$ cat src/rtl/bra_pkg.sv
// ----------------------------------------------------------------------------
// Bitmap run allocator package
// Request and response types, command kinds, status codes and defaults
// shared by the allocator modules.
// ----------------------------------------------------------------------------
package bra_pkg;

  localparam int HEAP_SLOTS_DEF = 64;
  localparam int HEAP_COUNT_DEF = 4;

  // Slots examined per scan cycle, and the width of one bitmap word.
  localparam int SCAN_LANES  = 8;
  localparam int QUEUE_DEPTH = 2;

  localparam logic [1:0] ST_OK     = 2'd0;
  localparam logic [1:0] ST_NOFIT  = 2'd1;
  localparam logic [1:0] ST_BADLEN = 2'd2;

  localparam logic OP_ALLOC = 1'b0;
  localparam logic OP_FREE  = 1'b1;

  localparam logic [1:0] KIND_ALLOC  = 2'd0;
  localparam logic [1:0] KIND_FREE   = 2'd1;
  localparam logic [1:0] KIND_BADLEN = 2'd2;

  typedef struct packed {
    logic       opcode;
    logic [6:0] run_length;
    logic [7:0] free_start;
  } bra_in_t;

  typedef struct packed {
    logic [1:0] status;
    logic [7:0] start_slot;
    logic [1:0] heap_number;
    logic [5:0] slot_in_heap;
  } bra_out_t;

  typedef struct packed {
    logic [1:0] kind;
    logic [6:0] len;
    logic [7:0] lo;
  } bra_cmd_t;

endpackage

$ cat src/rtl/bra_front.sv
// ----------------------------------------------------------------------------
// Allocator front end
// Takes requests, sorts them into allocate, free and bad-length commands and
// hands them to the command queue through a one-entry holding register.
// ----------------------------------------------------------------------------
module bra_front #(
  parameter int HEAP_SLOTS = bra_pkg::HEAP_SLOTS_DEF
) (
  input  logic               clk,
  input  logic               rst_n,
  input  logic               start,
  output logic               busy,
  input  bra_pkg::bra_in_t   in_req,
  input  logic               q_full,
  output logic               push,
  output bra_pkg::bra_cmd_t  push_cmd
);
  import bra_pkg::*;

  logic     vld_r, vld_nxt;
  bra_cmd_t cmd_r;
  bra_cmd_t cmd_cls;
  logic     accept;

  always_comb begin
    cmd_cls.len = in_req.run_length;
    cmd_cls.lo  = in_req.free_start;
    priority if (in_req.opcode == OP_FREE) begin
      cmd_cls.kind = KIND_FREE;
    end else if (in_req.run_length == 7'd0 ||
                 32'(in_req.run_length) > 32'(HEAP_SLOTS)) begin
      cmd_cls.kind = KIND_BADLEN;
    end else begin
      cmd_cls.kind = KIND_ALLOC;
    end
  end

  assign busy     = vld_r & q_full;
  assign accept   = start & ~busy;
  assign push     = vld_r & ~q_full;
  assign push_cmd = cmd_r;
  assign vld_nxt  = accept | (vld_r & q_full);

  always_ff @(posedge clk) begin
    if (!rst_n) begin
      vld_r <= 1'b0;
    end else begin
      vld_r <= vld_nxt;
    end
  end

  always_ff @(posedge clk) begin
    if (accept) begin
      cmd_r <= cmd_cls;
    end
  end

endmodule

$ cat src/rtl/bra_queue.sv
// ----------------------------------------------------------------------------
// Allocator command queue
// Short FIFO between the front end and the bitmap engine so that each side
// can stall on its own.
// ----------------------------------------------------------------------------
module bra_queue (
  input  logic               clk,
  input  logic               rst_n,
  input  logic               push,
  input  bra_pkg::bra_cmd_t  push_cmd,
  output logic               full,
  output logic               empty,
  input  logic               pop,
  output bra_pkg::bra_cmd_t  rd_cmd
);
  import bra_pkg::*;

  localparam int PW = (QUEUE_DEPTH > 1) ? $clog2(QUEUE_DEPTH) : 1;
  localparam int CW = $clog2(QUEUE_DEPTH + 1);
  localparam logic [CW-1:0] DEPTH_C = CW'(QUEUE_DEPTH);
  localparam logic [PW-1:0] LAST_P  = PW'(QUEUE_DEPTH - 1);

  bra_cmd_t        q_mem [QUEUE_DEPTH];
  logic [PW-1:0]   wp_r, wp_nxt, rp_r, rp_nxt;
  logic [CW-1:0]   cnt_r, cnt_nxt;
  logic            do_push, do_pop;

  assign full    = (cnt_r == DEPTH_C);
  assign empty   = (cnt_r == '0);
  assign do_push = push & ~full;
  assign do_pop  = pop & ~empty;
  assign rd_cmd  = q_mem[rp_r];

  always_comb begin
    wp_nxt  = wp_r;
    rp_nxt  = rp_r;
    cnt_nxt = cnt_r;
    if (do_push) begin
      wp_nxt = (wp_r == LAST_P) ? '0 : wp_r + PW'(1);
    end
    if (do_pop) begin
      rp_nxt = (rp_r == LAST_P) ? '0 : rp_r + PW'(1);
    end
    if (do_push && !do_pop) begin
      cnt_nxt = cnt_r + CW'(1);
    end else if (do_pop && !do_push) begin
      cnt_nxt = cnt_r - CW'(1);
    end
  end

  always_ff @(posedge clk) begin
    if (!rst_n) begin
      wp_r  <= '0;
      rp_r  <= '0;
      cnt_r <= '0;
    end else begin
      wp_r  <= wp_nxt;
      rp_r  <= rp_nxt;
      cnt_r <= cnt_nxt;
    end
  end

  always_ff @(posedge clk) begin
    if (do_push) begin
      q_mem[wp_r] <= push_cmd;
    end
  end

endmodule

$ cat src/rtl/bra_back.sv
// ----------------------------------------------------------------------------
// Allocator bitmap engine
// Owns the occupancy bitmap. Runs the first-fit scan a word per cycle, sets or
// clears a run a word per cycle, splits the start slot into heap and offset,
// and drives the one-cycle response strobe.
// ----------------------------------------------------------------------------
module bra_back #(
  parameter int HEAP_SLOTS = bra_pkg::HEAP_SLOTS_DEF,
  parameter int HEAP_COUNT = bra_pkg::HEAP_COUNT_DEF
) (
  input  logic               clk,
  input  logic               rst_n,
  input  logic               q_empty,
  input  bra_pkg::bra_cmd_t  q_cmd,
  output logic               q_pop,
  output logic               out_valid,
  output bra_pkg::bra_out_t  out_rsp
);
  import bra_pkg::*;

  localparam int TOTAL = HEAP_SLOTS * HEAP_COUNT;
  localparam int WORDS = (TOTAL + SCAN_LANES - 1) / SCAN_LANES;
  localparam int SW    = $clog2(TOTAL);
  localparam int WIW   = (WORDS > 1) ? $clog2(WORDS) : 1;
  localparam int LB    = $clog2(SCAN_LANES);
  localparam int RW    = ((SW > 8) ? SW : 8) + 1;
  localparam int HCW   = (HEAP_COUNT > 1) ? $clog2(HEAP_COUNT) : 1;
  localparam logic [RW-1:0]  TOTAL_R  = RW'(TOTAL);
  localparam logic [RW-1:0]  LANES_R  = RW'(SCAN_LANES);
  localparam logic [WIW-1:0] LAST_W   = WIW'(WORDS - 1);

  localparam logic [1:0] S_IDLE = 2'd0;
  localparam logic [1:0] S_SCAN = 2'd1;
  localparam logic [1:0] S_MARK = 2'd2;
  localparam logic [1:0] S_DIV  = 2'd3;

  logic [SCAN_LANES-1:0] map_r [WORDS];
  logic [SCAN_LANES-1:0] word, mask, wdata;
  logic                  map_we;

  logic [1:0]     state_r, state_nxt;
  logic [WIW-1:0] wi_r, wi_nxt;
  logic [6:0]     len_r, len_nxt;
  logic [6:0]     cnt_r, cnt_nxt;
  logic [SW-1:0]  rstart_r, rstart_nxt;
  logic [RW-1:0]  lo_r, lo_nxt, hi_r, hi_nxt;
  logic           set_r, set_nxt;
  logic [SW-1:0]  rem_r, rem_nxt;
  logic [HCW-1:0] heap_r, heap_nxt;
  logic           out_valid_r, out_valid_nxt;
  bra_out_t       out_rsp_r, out_rsp_nxt;

  logic [6:0]     scan_cnt;
  logic [SW-1:0]  scan_start;
  logic           scan_hit;
  logic [RW-1:0]  word_base, next_base, lo_ext;

  assign word      = map_r[wi_r];
  assign word_base = RW'({wi_r, LB'(0)});
  assign next_base = word_base + LANES_R;
  assign lo_ext    = RW'(q_cmd.lo);

  // First-fit scan over one word: the free-run count carries across words.
  always_comb begin
    logic [RW-1:0] pos;
    logic          free_b;
    scan_cnt   = cnt_r;
    scan_start = rstart_r;
    scan_hit   = 1'b0;
    for (int b = 0; b < SCAN_LANES; b++) begin
      pos    = word_base + RW'(b);
      free_b = ~word[b] & (pos < TOTAL_R);
      if (!scan_hit) begin
        if (!free_b) begin
          scan_cnt = '0;
        end else begin
          if (scan_cnt == '0) begin
            scan_start = SW'(pos);
          end
          scan_cnt = scan_cnt + 7'd1;
          if (scan_cnt == len_r) begin
            scan_hit = 1'b1;
          end
        end
      end
    end
  end

  always_comb begin
    logic [RW-1:0] pos;
    for (int b = 0; b < SCAN_LANES; b++) begin
      pos     = word_base + RW'(b);
      mask[b] = (pos >= lo_r) & (pos < hi_r) & (pos < TOTAL_R);
    end
    wdata = set_r ? (word | mask) : (word & ~mask);
  end

  always_comb begin
    state_nxt     = state_r;
    wi_nxt        = wi_r;
    len_nxt       = len_r;
    cnt_nxt       = cnt_r;
    rstart_nxt    = rstart_r;
    lo_nxt        = lo_r;
    hi_nxt        = hi_r;
    set_nxt       = set_r;
    rem_nxt       = rem_r;
    heap_nxt      = heap_r;
    out_valid_nxt = 1'b0;
    out_rsp_nxt   = '0;
    q_pop         = 1'b0;
    map_we        = 1'b0;
    unique case (state_r)
      S_IDLE: begin
        if (!q_empty) begin
          q_pop   = 1'b1;
          len_nxt = q_cmd.len;
          unique case (q_cmd.kind)
            KIND_BADLEN: begin
              out_valid_nxt      = 1'b1;
              out_rsp_nxt.status = ST_BADLEN;
            end
            KIND_FREE: begin
              if (q_cmd.len == 7'd0 || lo_ext >= TOTAL_R) begin
                out_valid_nxt      = 1'b1;
                out_rsp_nxt.status = ST_OK;
              end else begin
                lo_nxt    = lo_ext;
                hi_nxt    = lo_ext + RW'(q_cmd.len);
                set_nxt   = 1'b0;
                wi_nxt    = WIW'(lo_ext >> LB);
                state_nxt = S_MARK;
              end
            end
            default: begin
              wi_nxt    = '0;
              cnt_nxt   = '0;
              state_nxt = S_SCAN;
            end
          endcase
        end
      end
      S_SCAN: begin
        cnt_nxt    = scan_cnt;
        rstart_nxt = scan_start;
        if (scan_hit) begin
          lo_nxt    = RW'(scan_start);
          hi_nxt    = RW'(scan_start) + RW'(len_r);
          set_nxt   = 1'b1;
          wi_nxt    = WIW'(scan_start >> LB);
          rem_nxt   = scan_start;
          heap_nxt  = '0;
          state_nxt = S_MARK;
        end else if (wi_r == LAST_W) begin
          out_valid_nxt      = 1'b1;
          out_rsp_nxt.status = ST_NOFIT;
          state_nxt          = S_IDLE;
        end else begin
          wi_nxt = wi_r + WIW'(1);
        end
      end
      S_MARK: begin
        map_we = 1'b1;
        if (wi_r == LAST_W || next_base >= hi_r) begin
          if (set_r) begin
            state_nxt = S_DIV;
          end else begin
            out_valid_nxt      = 1'b1;
            out_rsp_nxt.status = ST_OK;
            state_nxt          = S_IDLE;
          end
        end else begin
          wi_nxt = wi_r + WIW'(1);
        end
      end
      default: begin
        // Heap split by repeated subtraction, one heap per cycle.
        if (32'(rem_r) >= 32'(HEAP_SLOTS)) begin
          rem_nxt  = rem_r - SW'(HEAP_SLOTS);
          heap_nxt = heap_r + HCW'(1);
        end else begin
          out_valid_nxt            = 1'b1;
          out_rsp_nxt.status       = ST_OK;
          out_rsp_nxt.start_slot   = 8'(lo_r);
          out_rsp_nxt.heap_number  = 2'(heap_r);
          out_rsp_nxt.slot_in_heap = 6'(rem_r);
          state_nxt                = S_IDLE;
        end
      end
    endcase
  end

  always_ff @(posedge clk) begin
    if (!rst_n) begin
      state_r     <= S_IDLE;
      out_valid_r <= 1'b0;
      for (int w = 0; w < WORDS; w++) begin
        map_r[w] <= '0;
      end
    end else begin
      state_r     <= state_nxt;
      out_valid_r <= out_valid_nxt;
      if (map_we) begin
        map_r[wi_r] <= wdata;
      end
    end
  end

  always_ff @(posedge clk) begin
    wi_r      <= wi_nxt;
    len_r     <= len_nxt;
    cnt_r     <= cnt_nxt;
    rstart_r  <= rstart_nxt;
    lo_r      <= lo_nxt;
    hi_r      <= hi_nxt;
    set_r     <= set_nxt;
    rem_r     <= rem_nxt;
    heap_r    <= heap_nxt;
    out_rsp_r <= out_rsp_nxt;
  end

  assign out_valid = out_valid_r;
  assign out_rsp   = out_rsp_r;

`ifndef SYNTHESIS
  // A scan that is still running has not yet found a long enough run.
  a_scan_cnt: assert property (@(posedge clk) disable iff (!rst_n)
    state_r == S_SCAN |-> cnt_r < len_r)
    else $error("free-run count reached the length without ending the scan");

  a_mark_range: assert property (@(posedge clk) disable iff (!rst_n)
    state_r == S_MARK |-> hi_r > lo_r && lo_r < TOTAL_R)
    else $error("run being marked is empty or starts past the bitmap");

  a_div_alloc: assert property (@(posedge clk) disable iff (!rst_n)
    state_r == S_DIV |-> set_r && 32'(heap_r) < HEAP_COUNT)
    else $error("heap split entered for a free or ran past the last heap");

  a_err_zero: assert property (@(posedge clk) disable iff (!rst_n)
    out_valid_r && out_rsp_r.status != ST_OK |->
      out_rsp_r.start_slot == '0 && out_rsp_r.heap_number == '0 &&
      out_rsp_r.slot_in_heap == '0)
    else $error("error response carries a nonzero slot");
`endif

endmodule

$ cat src/rtl/bitmap_run_allocator.sv
// ----------------------------------------------------------------------------
// Bitmap run allocator
// First-fit allocator of slot runs over a fixed occupancy bitmap that is
// split into equal heaps.
// ----------------------------------------------------------------------------
// A request is taken when start is high and busy is low; each request gives
// exactly one response, shown for one cycle with out_valid high, in request
// order, and the receiver must take it then. A request passes a holding
// register and a two-entry command queue before the bitmap engine, so a few
// requests can be taken while the engine works. The engine handles one
// request at a time and takes the next only when it is back in idle. A bad
// length is answered straight from idle; a free clears each bitmap word
// that it touches (up to 9 words for a 64-slot run); an allocate scans the
// bitmap 8 slots per cycle from slot 0 until it finds the run, then sets
// each touched word and splits off the heap number by repeated subtraction
// of the heap size. A failed allocate scans all 32 words. The bitmap word
// scan sets the rate. After reset every slot is free at once.
// ----------------------------------------------------------------------------
module bitmap_run_allocator #(
  parameter int HEAP_SLOTS = bra_pkg::HEAP_SLOTS_DEF,
  parameter int HEAP_COUNT = bra_pkg::HEAP_COUNT_DEF
) (
  input  logic              clk,
  input  logic              rst_n,
  input  logic              start,
  output logic              busy,
  input  bra_pkg::bra_in_t  in_req,
  output logic              out_valid,
  output bra_pkg::bra_out_t out_rsp
);
  import bra_pkg::*;

  logic     push, q_full, q_empty, q_pop;
  bra_cmd_t push_cmd, q_cmd;

  bra_front #(
    .HEAP_SLOTS(HEAP_SLOTS)
  ) u_front (
    .clk      (clk),
    .rst_n    (rst_n),
    .start    (start),
    .busy     (busy),
    .in_req   (in_req),
    .q_full   (q_full),
    .push     (push),
    .push_cmd (push_cmd)
  );

  bra_queue u_queue (
    .clk      (clk),
    .rst_n    (rst_n),
    .push     (push),
    .push_cmd (push_cmd),
    .full     (q_full),
    .empty    (q_empty),
    .pop      (q_pop),
    .rd_cmd   (q_cmd)
  );

  bra_back #(
    .HEAP_SLOTS(HEAP_SLOTS),
    .HEAP_COUNT(HEAP_COUNT)
  ) u_back (
    .clk       (clk),
    .rst_n     (rst_n),
    .q_empty   (q_empty),
    .q_cmd     (q_cmd),
    .q_pop     (q_pop),
    .out_valid (out_valid),
    .out_rsp   (out_rsp)
  );

endmodule

$ cat config.mk
export PLATFORM = sky130hd
export DESIGN_NAME = bitmap_run_allocator
export DESIGN_NICKNAME = d
export VERILOG_FILES = /design/src/rtl/bra_pkg.sv /design/src/rtl/bra_front.sv /design/src/rtl/bra_queue.sv /design/src/rtl/bra_back.sv /design/src/rtl/bitmap_run_allocator.sv
export SDC_FILE = /design/constraint.sdc
export NUM_CORES = 1
export LEC_CHECK = 0
export BUFFER_PORTS_ARGS = -buffer_cell sky130_fd_sc_hd__buf_2
export CELL_PAD_IN_SITES_DETAIL_PLACEMENT = 2
export CELL_PAD_IN_SITES_GLOBAL_PLACEMENT = 2
export CORE_MARGIN = 2
export CORE_UTILIZATION = 37
export CTS_BUF_LIST = sky130_fd_sc_hd__clkbuf_8
export DETAILED_ROUTE_END_ITERATION = 8
export GPL_TIMING_DRIVEN = 0
export PLACE_DENSITY = 0.82
export SLEW_MARGIN = 40
export SYNTH_ARGS = -nofsm -noshare
export SYNTH_HDL_FRONTEND = slang
export SYNTH_SLANG_ARGS = --single-unit
$ cat constraint.sdc
create_clock -name clk -period 12.2 [get_ports clk]
set_input_delay 0 -clock clk [delete_from_list [all_inputs] [get_ports clk]]
set_output_delay 0 -clock clk [all_outputs]
set_load 0.02 [all_outputs]
==> results of run 1 <==
## area by class of cell
class / instances / share of cell area [%]
clock inverters: 47 / 0.796
plain buffers: 96 / 1.89
diodes: 2 / 0.0193
well taps: 782 / 3.77
inverters: 90 / 1.32
clock buffers: 75 / 3.98
repair buffers: 83 / 2.21
multi-input cells: 1470 / 41.7
flip-flops and latches: 394 / 44.4
## cells by family (layout without fill, tap and decap cells)
family / count (synthesis) / in the layout / share of synthesized area [%]
mux: 149 / 149 / 10.1
buf+inv: 193 / 391 / 3.43
other cells: 0 / 2 / 0
simple gates: 810 / 810 / 17.1
xor+xnor: 66 / 66 / 2.89
fa+ha+maj: 63 / 63 / 3.55
flops: 394 / 394 / 50.8
compound gates: 382 / 382 / 12.2
## critical path, delay by kind of cell (launching register included)
kind / cells / cell delay (ns)
adders and majority gates: 4 / 1.29
buffers and inverters: 8 / 1.10
xor gates and xnor gates: 2 / 0.39
and+or+nand+nor: 22 / 5.24
AOI/OAI and AO/OA: 16 / 3.18
DFF: 1 / 0.40
## repair_timing
| item | in CTS | in global routing |
|---|---|---|
| pin swaps | 10 | 15 |
| setup endpoints to repair | 76 | 55 |
| endpoints found under the hold margin | 24 | 0 |
| hold buffers | 17 | 0 |
| setup buffers | 16 | 10 |
| resized for setup | 52 | 65 |
## state kept, by name, summed over array words and instances, names as in the netlist, 2 cells and up, named ones only
register          cells
u_back.heap_r         2
u_back.state_r        2
u_back.rstart_r       8
u_front.push_cmd     17
u_queue.cnt_r         2
u_queue.q_mem        34
u_back.map_r        256
u_back.hi_r           9
u_back.cnt_r          7
u_back.rem_r          8
u_back.wi_r           5
u_back.len_r          7
u_back.out_rsp       18
u_back.lo_r           8
## how the worst min path moves through the flow
| stage | to | cells after the start |
|---|---|---|
| after floorplan | u_front.push_cmd[0] | 0 |
| after global routing | u_front.push_cmd[5] | 2 |
| after CTS | u_front.push_cmd[4] | 2 |
| after detailed placement | u_front.push_cmd[1] | 1 |
| final | u_back.state_r[1] | 4 |
| after global placement | u_front.push_cmd[2] | 1 |
## synth_stat cells, types with 31 or more instances
cell type  number  share of area (%)
nor2_1        347                5.7
xnor2_1        44                1.7
inv_1          85                1.4
nand2_1       169                2.8
nor3_1         42               0.93
mux2i_1        59                2.6
edfxtp_1      362                 48
ha_1           61                3.4
nand3_1        37               0.82
dfxtp_1        32                2.8
o21ai_0        43               0.95
a21oi_1        89                2.0
and2_1         31               0.86
clkbuf_1       77                1.3
mux4_2         59                5.9
## metrics by stage
step	cells	TNS [ns]	worst slack [ns]
floorplan	2057	0	1.19
global placement	2877	-54.76	-1.45
detailed placement	2879	-84.60	-2.03
CTS	3029	0	0.00836
global route	3038	-0.395	-0.0888
finish	3039	0	0.384
## layer usage
layer | part of all wire, % | up-vias | global-route usage [%]
met5 | 0.014 | - | 0
met3 | 6.1 | 290 | 4.73
met2 | 50 | 801 | 51.6
met1 | 39 | 9764 | 35.5
li1 | - | 7998 | -
met4 | 4.9 | 2 | 14.1
==> results.py, run 1 <==
metrics = {
    "finish": {
        "final_common_cell": "edfxtp_1",
        "post-route-util_pct": 42.9,
        "num-fill-cells": 6243,
        "seqCellArea_sq_um": 11500,
        "final_nets": 2284,
        "stdcell_area_sq_um": 25900,
        "drive_gt1_share_pct": 18.0,
        "multi_input_area_sq_um": 10800,
        "syn_to_final_growth_pct": 14.5,
        "final_cell_mix": "362 x edfxtp_1, 340 x nor2_1, 168 x nand2_1",
    },
    "clocking": {
        "clkSinkCount": 394,
        "htreeDepth": 3,
        "cts_max_path_buffers": 3,
        "clk_latency_ns": 0.68,
        "cts_root_buf": "clkbuf_8",
        "cts_tree": "yes",
        "cts_buffers": 67,
        "path_clk_slew_ns": 0.09,
    },
    "run": {
        "max_cap_viol_count": 0,
    },
    "sta": {
        "report.final.setup_viol": 0,
        "period_share_pct": 96.9,
        "slew_headroom_pct": 39.3,
        "report.final.slew_viol_count": 0,
        "timing.fmax_mhz": 84.6,
        "worst_pin_slew_ns": 0.885,
        "fin_hold_ws_ns": 0.0619,
        "finalHoldViolations": 0,
        "layout_min_cycle_time_ns": 11.82,
        "skew_ns": 0.0682,
    },
    "floorplanning": {
        "dieArea_sq_um": 63200,
        "die_h_um": 251,
        "io_pins": 39,
        "core_area_sq_um": 60500,
        "die_w_um": 251,
        "start_util_pct": 37.5,
        "rows": 90,
    },
    "setup_path": {
        "rr_worst_depth": 52,
        "ff2ff_setup_slack_ns": 0.38,
        "worstSetupEndpoint": "u_back.hi_r[8]",
        "start_kind": "flip-flop",
        "reg2reg_to": "u_back.hi_r[8]",
        "cp_common_cell": "inv_1",
        "cp_slowest_stage_delay_ns": 0.60,
        "arrival_ns": 12.23,
        "end_kind": "flip-flop",
        "path_class": "flip-flop to flip-flop",
        "cp_max_fo": 10,
        "required_ns": 12.61,
        "crit_slowest_cell": "or4_1",
    },
    "place": {
        "place_area_sq_um": 23900,
        "io_buffers": 38,
        "gp_congestion": 0.897,
        "hpwlAfterDp_um": 63800,
    },
    "detailed_routing": {
        "ant_nets": 0,
        "drt-total-wl_um": 93600,
        "routedWlPerCell_um": 30.8,
        "vias_per_cell": 6.20,
        "vias": 18900,
        "dr.first_iter.drc_count": 1675,
        "dr.pass1.iters": 5,
        "drc_errors": 0,
    },
    "logic_synthesis": {
        "synthCells": 2057,
        "synthArstFlopShare_pct": 0,
        "synth_seq_cells": 394,
        "synth_edf_count": 362,
        "syn-cell-area_sq_um": 22700,
        "seq_area_frac_synth_pct": 50.8,
        "ys_types": 116,
        "syn_avg_cell_area_sq_um": 11.0,
        "yosysWarnings": 0,
        "synthFlopType": "edfxtp_1",
        "syn_nets": 2139,
    },
    "min_path": {
        "hp-start": "rst_n",
        "min_path_type": "primary input to flip-flop",
    },
    "global_route": {
        "grt_pass1_vias": 20800,
        "grt_max_degree": 19,
        "grt_overflow": 0,
        "grt_pass1_wl_um": 139000,
        "grt_usage_pct": 29.5,
        "antenna_found_initial": 3,
    },
    "status": {
        "outcome": "finished clean",
    },
}
Power of run 1 is left out: the tool's default activity adds up to more than one toggle a clock period on the data nets, which glitch-free logic cannot reach.
==> inputs of run 2 (changes only) <==
Settings changed: CELL_PAD_IN_SITES_DETAIL_PLACEMENT 2 to default, CELL_PAD_IN_SITES_GLOBAL_PLACEMENT 2 to default, PLACE_DENSITY 0.82 to 0.64.
==> run 2 against run 1 <==
Against the previous run:
- non-clock buffer count is 9 lower
- register-to-register slack improved by 0.05 ns
- critical path depth grew 1
- critical endpoint unchanged
==> results.py, run 2 (same netlist as run 1, synthesis figures left out) <==
metrics = {
    "status": {
        "outcome": "finished clean",
    },
    "place": {
        "io_buffers": 38,
        "pre_cts_ws_ns": -1.47,
        "gp_congestion": 0.926,
        "hpwlAfterDp_um": 49200,
        "place_area_sq_um": 23900,
    },
    "min_path": {
        "min_path_type": "primary input to flip-flop",
    },
    "detailed_routing": {
        "drt-total-wl_um": 68000,
        "vias": 17800,
        "routedWlPerCell_um": 22.5,
        "vias_per_cell": 5.87,
        "ant_nets": 0,
        "dr.first_iter.drc_count": 1658,
        "drc_errors": 0,
        "dr.pass1.iters": 5,
    },
    "finish": {
        "largest_register_ffs": 256,
        "final_cell_mix": "362 x edfxtp_1, 342 x nor2_1, 168 x nand2_1",
        "syn_to_final_growth_pct": 14.0,
        "final_nets": 2275,
        "drive_gt1_share_pct": 17.0,
        "num-fill-cells": 5640,
        "final_common_cell": "edfxtp_1",
        "stdcell_area_sq_um": 25800,
        "largest_register": "u_back.map_r",
    },
    "floorplanning": {
        "rows": 90,
        "start_util_pct": 37.5,
        "die_w_um": 251,
        "die_h_um": 251,
        "core_area_sq_um": 60500,
        "dieArea_sq_um": 63200,
        "io_pins": 39,
    },
    "setup_path": {
        "arrival_ns": 12.16,
        "crit_slowest_cell": "nor2b_2",
        "cp_slowest_stage_delay_ns": 0.59,
        "path_class": "flip-flop to flip-flop",
        "start_kind": "flip-flop",
        "end_kind": "flip-flop",
        "required_ns": 12.59,
        "cp_max_fo": 10,
    },
    "sta": {
        "tns_ns": 0,
        "worst_slack_ns": 0.434,
        "timing.fmax_mhz": 85.0,
        "report.final.slew_viol_count": 0,
        "fin_hold_ws_ns": 0.0676,
        "report.final.setup_viol": 0,
        "layout_min_cycle_time_ns": 11.77,
        "slew_headroom_pct": 43.2,
        "finalHoldViolations": 0,
        "worst_pin_slew_ns": 0.828,
        "period_share_pct": 96.4,
        "skew_ns": 0.0309,
    },
    "clocking": {
        "cts_buffers": 67,
        "clk_latency_ns": 0.65,
        "cts_tree": "yes",
        "htreeDepth": 3,
        "clkSinkCount": 394,
        "cts_root_buf": "clkbuf_8",
        "path_clk_slew_ns": 0.06,
        "cts_max_path_buffers": 3,
    },
    "global_route": {
        "grt_pass1_vias": 17400,
        "grt_pass1_wl_um": 103000,
        "grt_usage_pct": 21.3,
        "antenna_found_initial": 2,
        "grt_max_degree": 19,
        "grt_overflow": 0,
    },
    "run": {
        "max_cap_viol_count": 0,
    },
}
run 2: cell types whose count changed in the layout (fill, tap and decap cells not counted), moves of 4 or more:
| cell | delta |
|---|---|
| clkinv_2 | +4 |
| buf_4 | -11 |
| o21ai_1 | -4 |
| clkinv_1 | -4 |
| o21ai_0 | +4 |
| clkbuf_1 | +6 |
run 2: path summary, 6_finish.rpt:
path                        start             endpoint  slack [ns]  cells after the start
setup / recovery        flip-flop       u_back.hi_r[8]        0.43                     53
hold / removal          in_req[2]  u_front.push_cmd[2]        0.07                      2
setup reg to reg        flip-flop       u_back.hi_r[8]        0.43                     53
hold reg to reg   u_back.rem_r[4]    u_back.out_rsp[4]        0.44                      1
run 2: cell type report:
cell class	count	area [sq um]	area share (%)
diodes	1	2.50	0.00969
plain buffers	97	459	1.78
clock buffers	77	1060	4.10
clock inverters	44	221	0.858
inverters	90	338	1.31
multi-input cells	1470	10700	41.6
flip-flops and latches	394	11500	44.6
well taps	782	978	3.79
repair buffers	73	502	1.94
run 2: critical path, delay by kind of cell (launching register included):
kind	cells	cell delay, ns
XOR/XNOR	2	0.36
AO/OA/AOI/OAI	19	3.70
flip-flops	1	0.43
buffers and inverters	10	1.44
AND/OR/NAND/NOR	18	4.27
adder cells (fa/ha/maj)	4	1.30
run 2: per-layer routing:
metal | global-route usage (%) | wire (um) | up-vias
met4 | 8.47 | 2220 | 2
met1 | 28.7 | 28200 | 8807
met3 | 3.70 | 5580 | 155
met5 | 0 | 17 | -
met2 | 34.0 | 32000 | 801
li1 | - | - | 7999
run 2: metrics by stage:
step / std cells / utilization [%]
2_1_floorplan: 2057 / -
3_3_place_gp: 2877 / 39.4
3_5_place_dp: 2878 / 39.5
4_1_cts: 3022 / 42.2
5_1_grt: 3028 / 42.7
6_report: 3028 / 42.7
run 2: what timing repair did:
item | 4_1_cts | 5_1_grt
gates resized for setup | 33 | 39
endpoints found under the hold margin | 37 | 0
hold buffers | 18 | 0
pin swaps | 11 | 9
setup buffers | 9 | 7
endpoints found under the setup margin | 65 | 54
Power of run 2 is left out for the same reason.
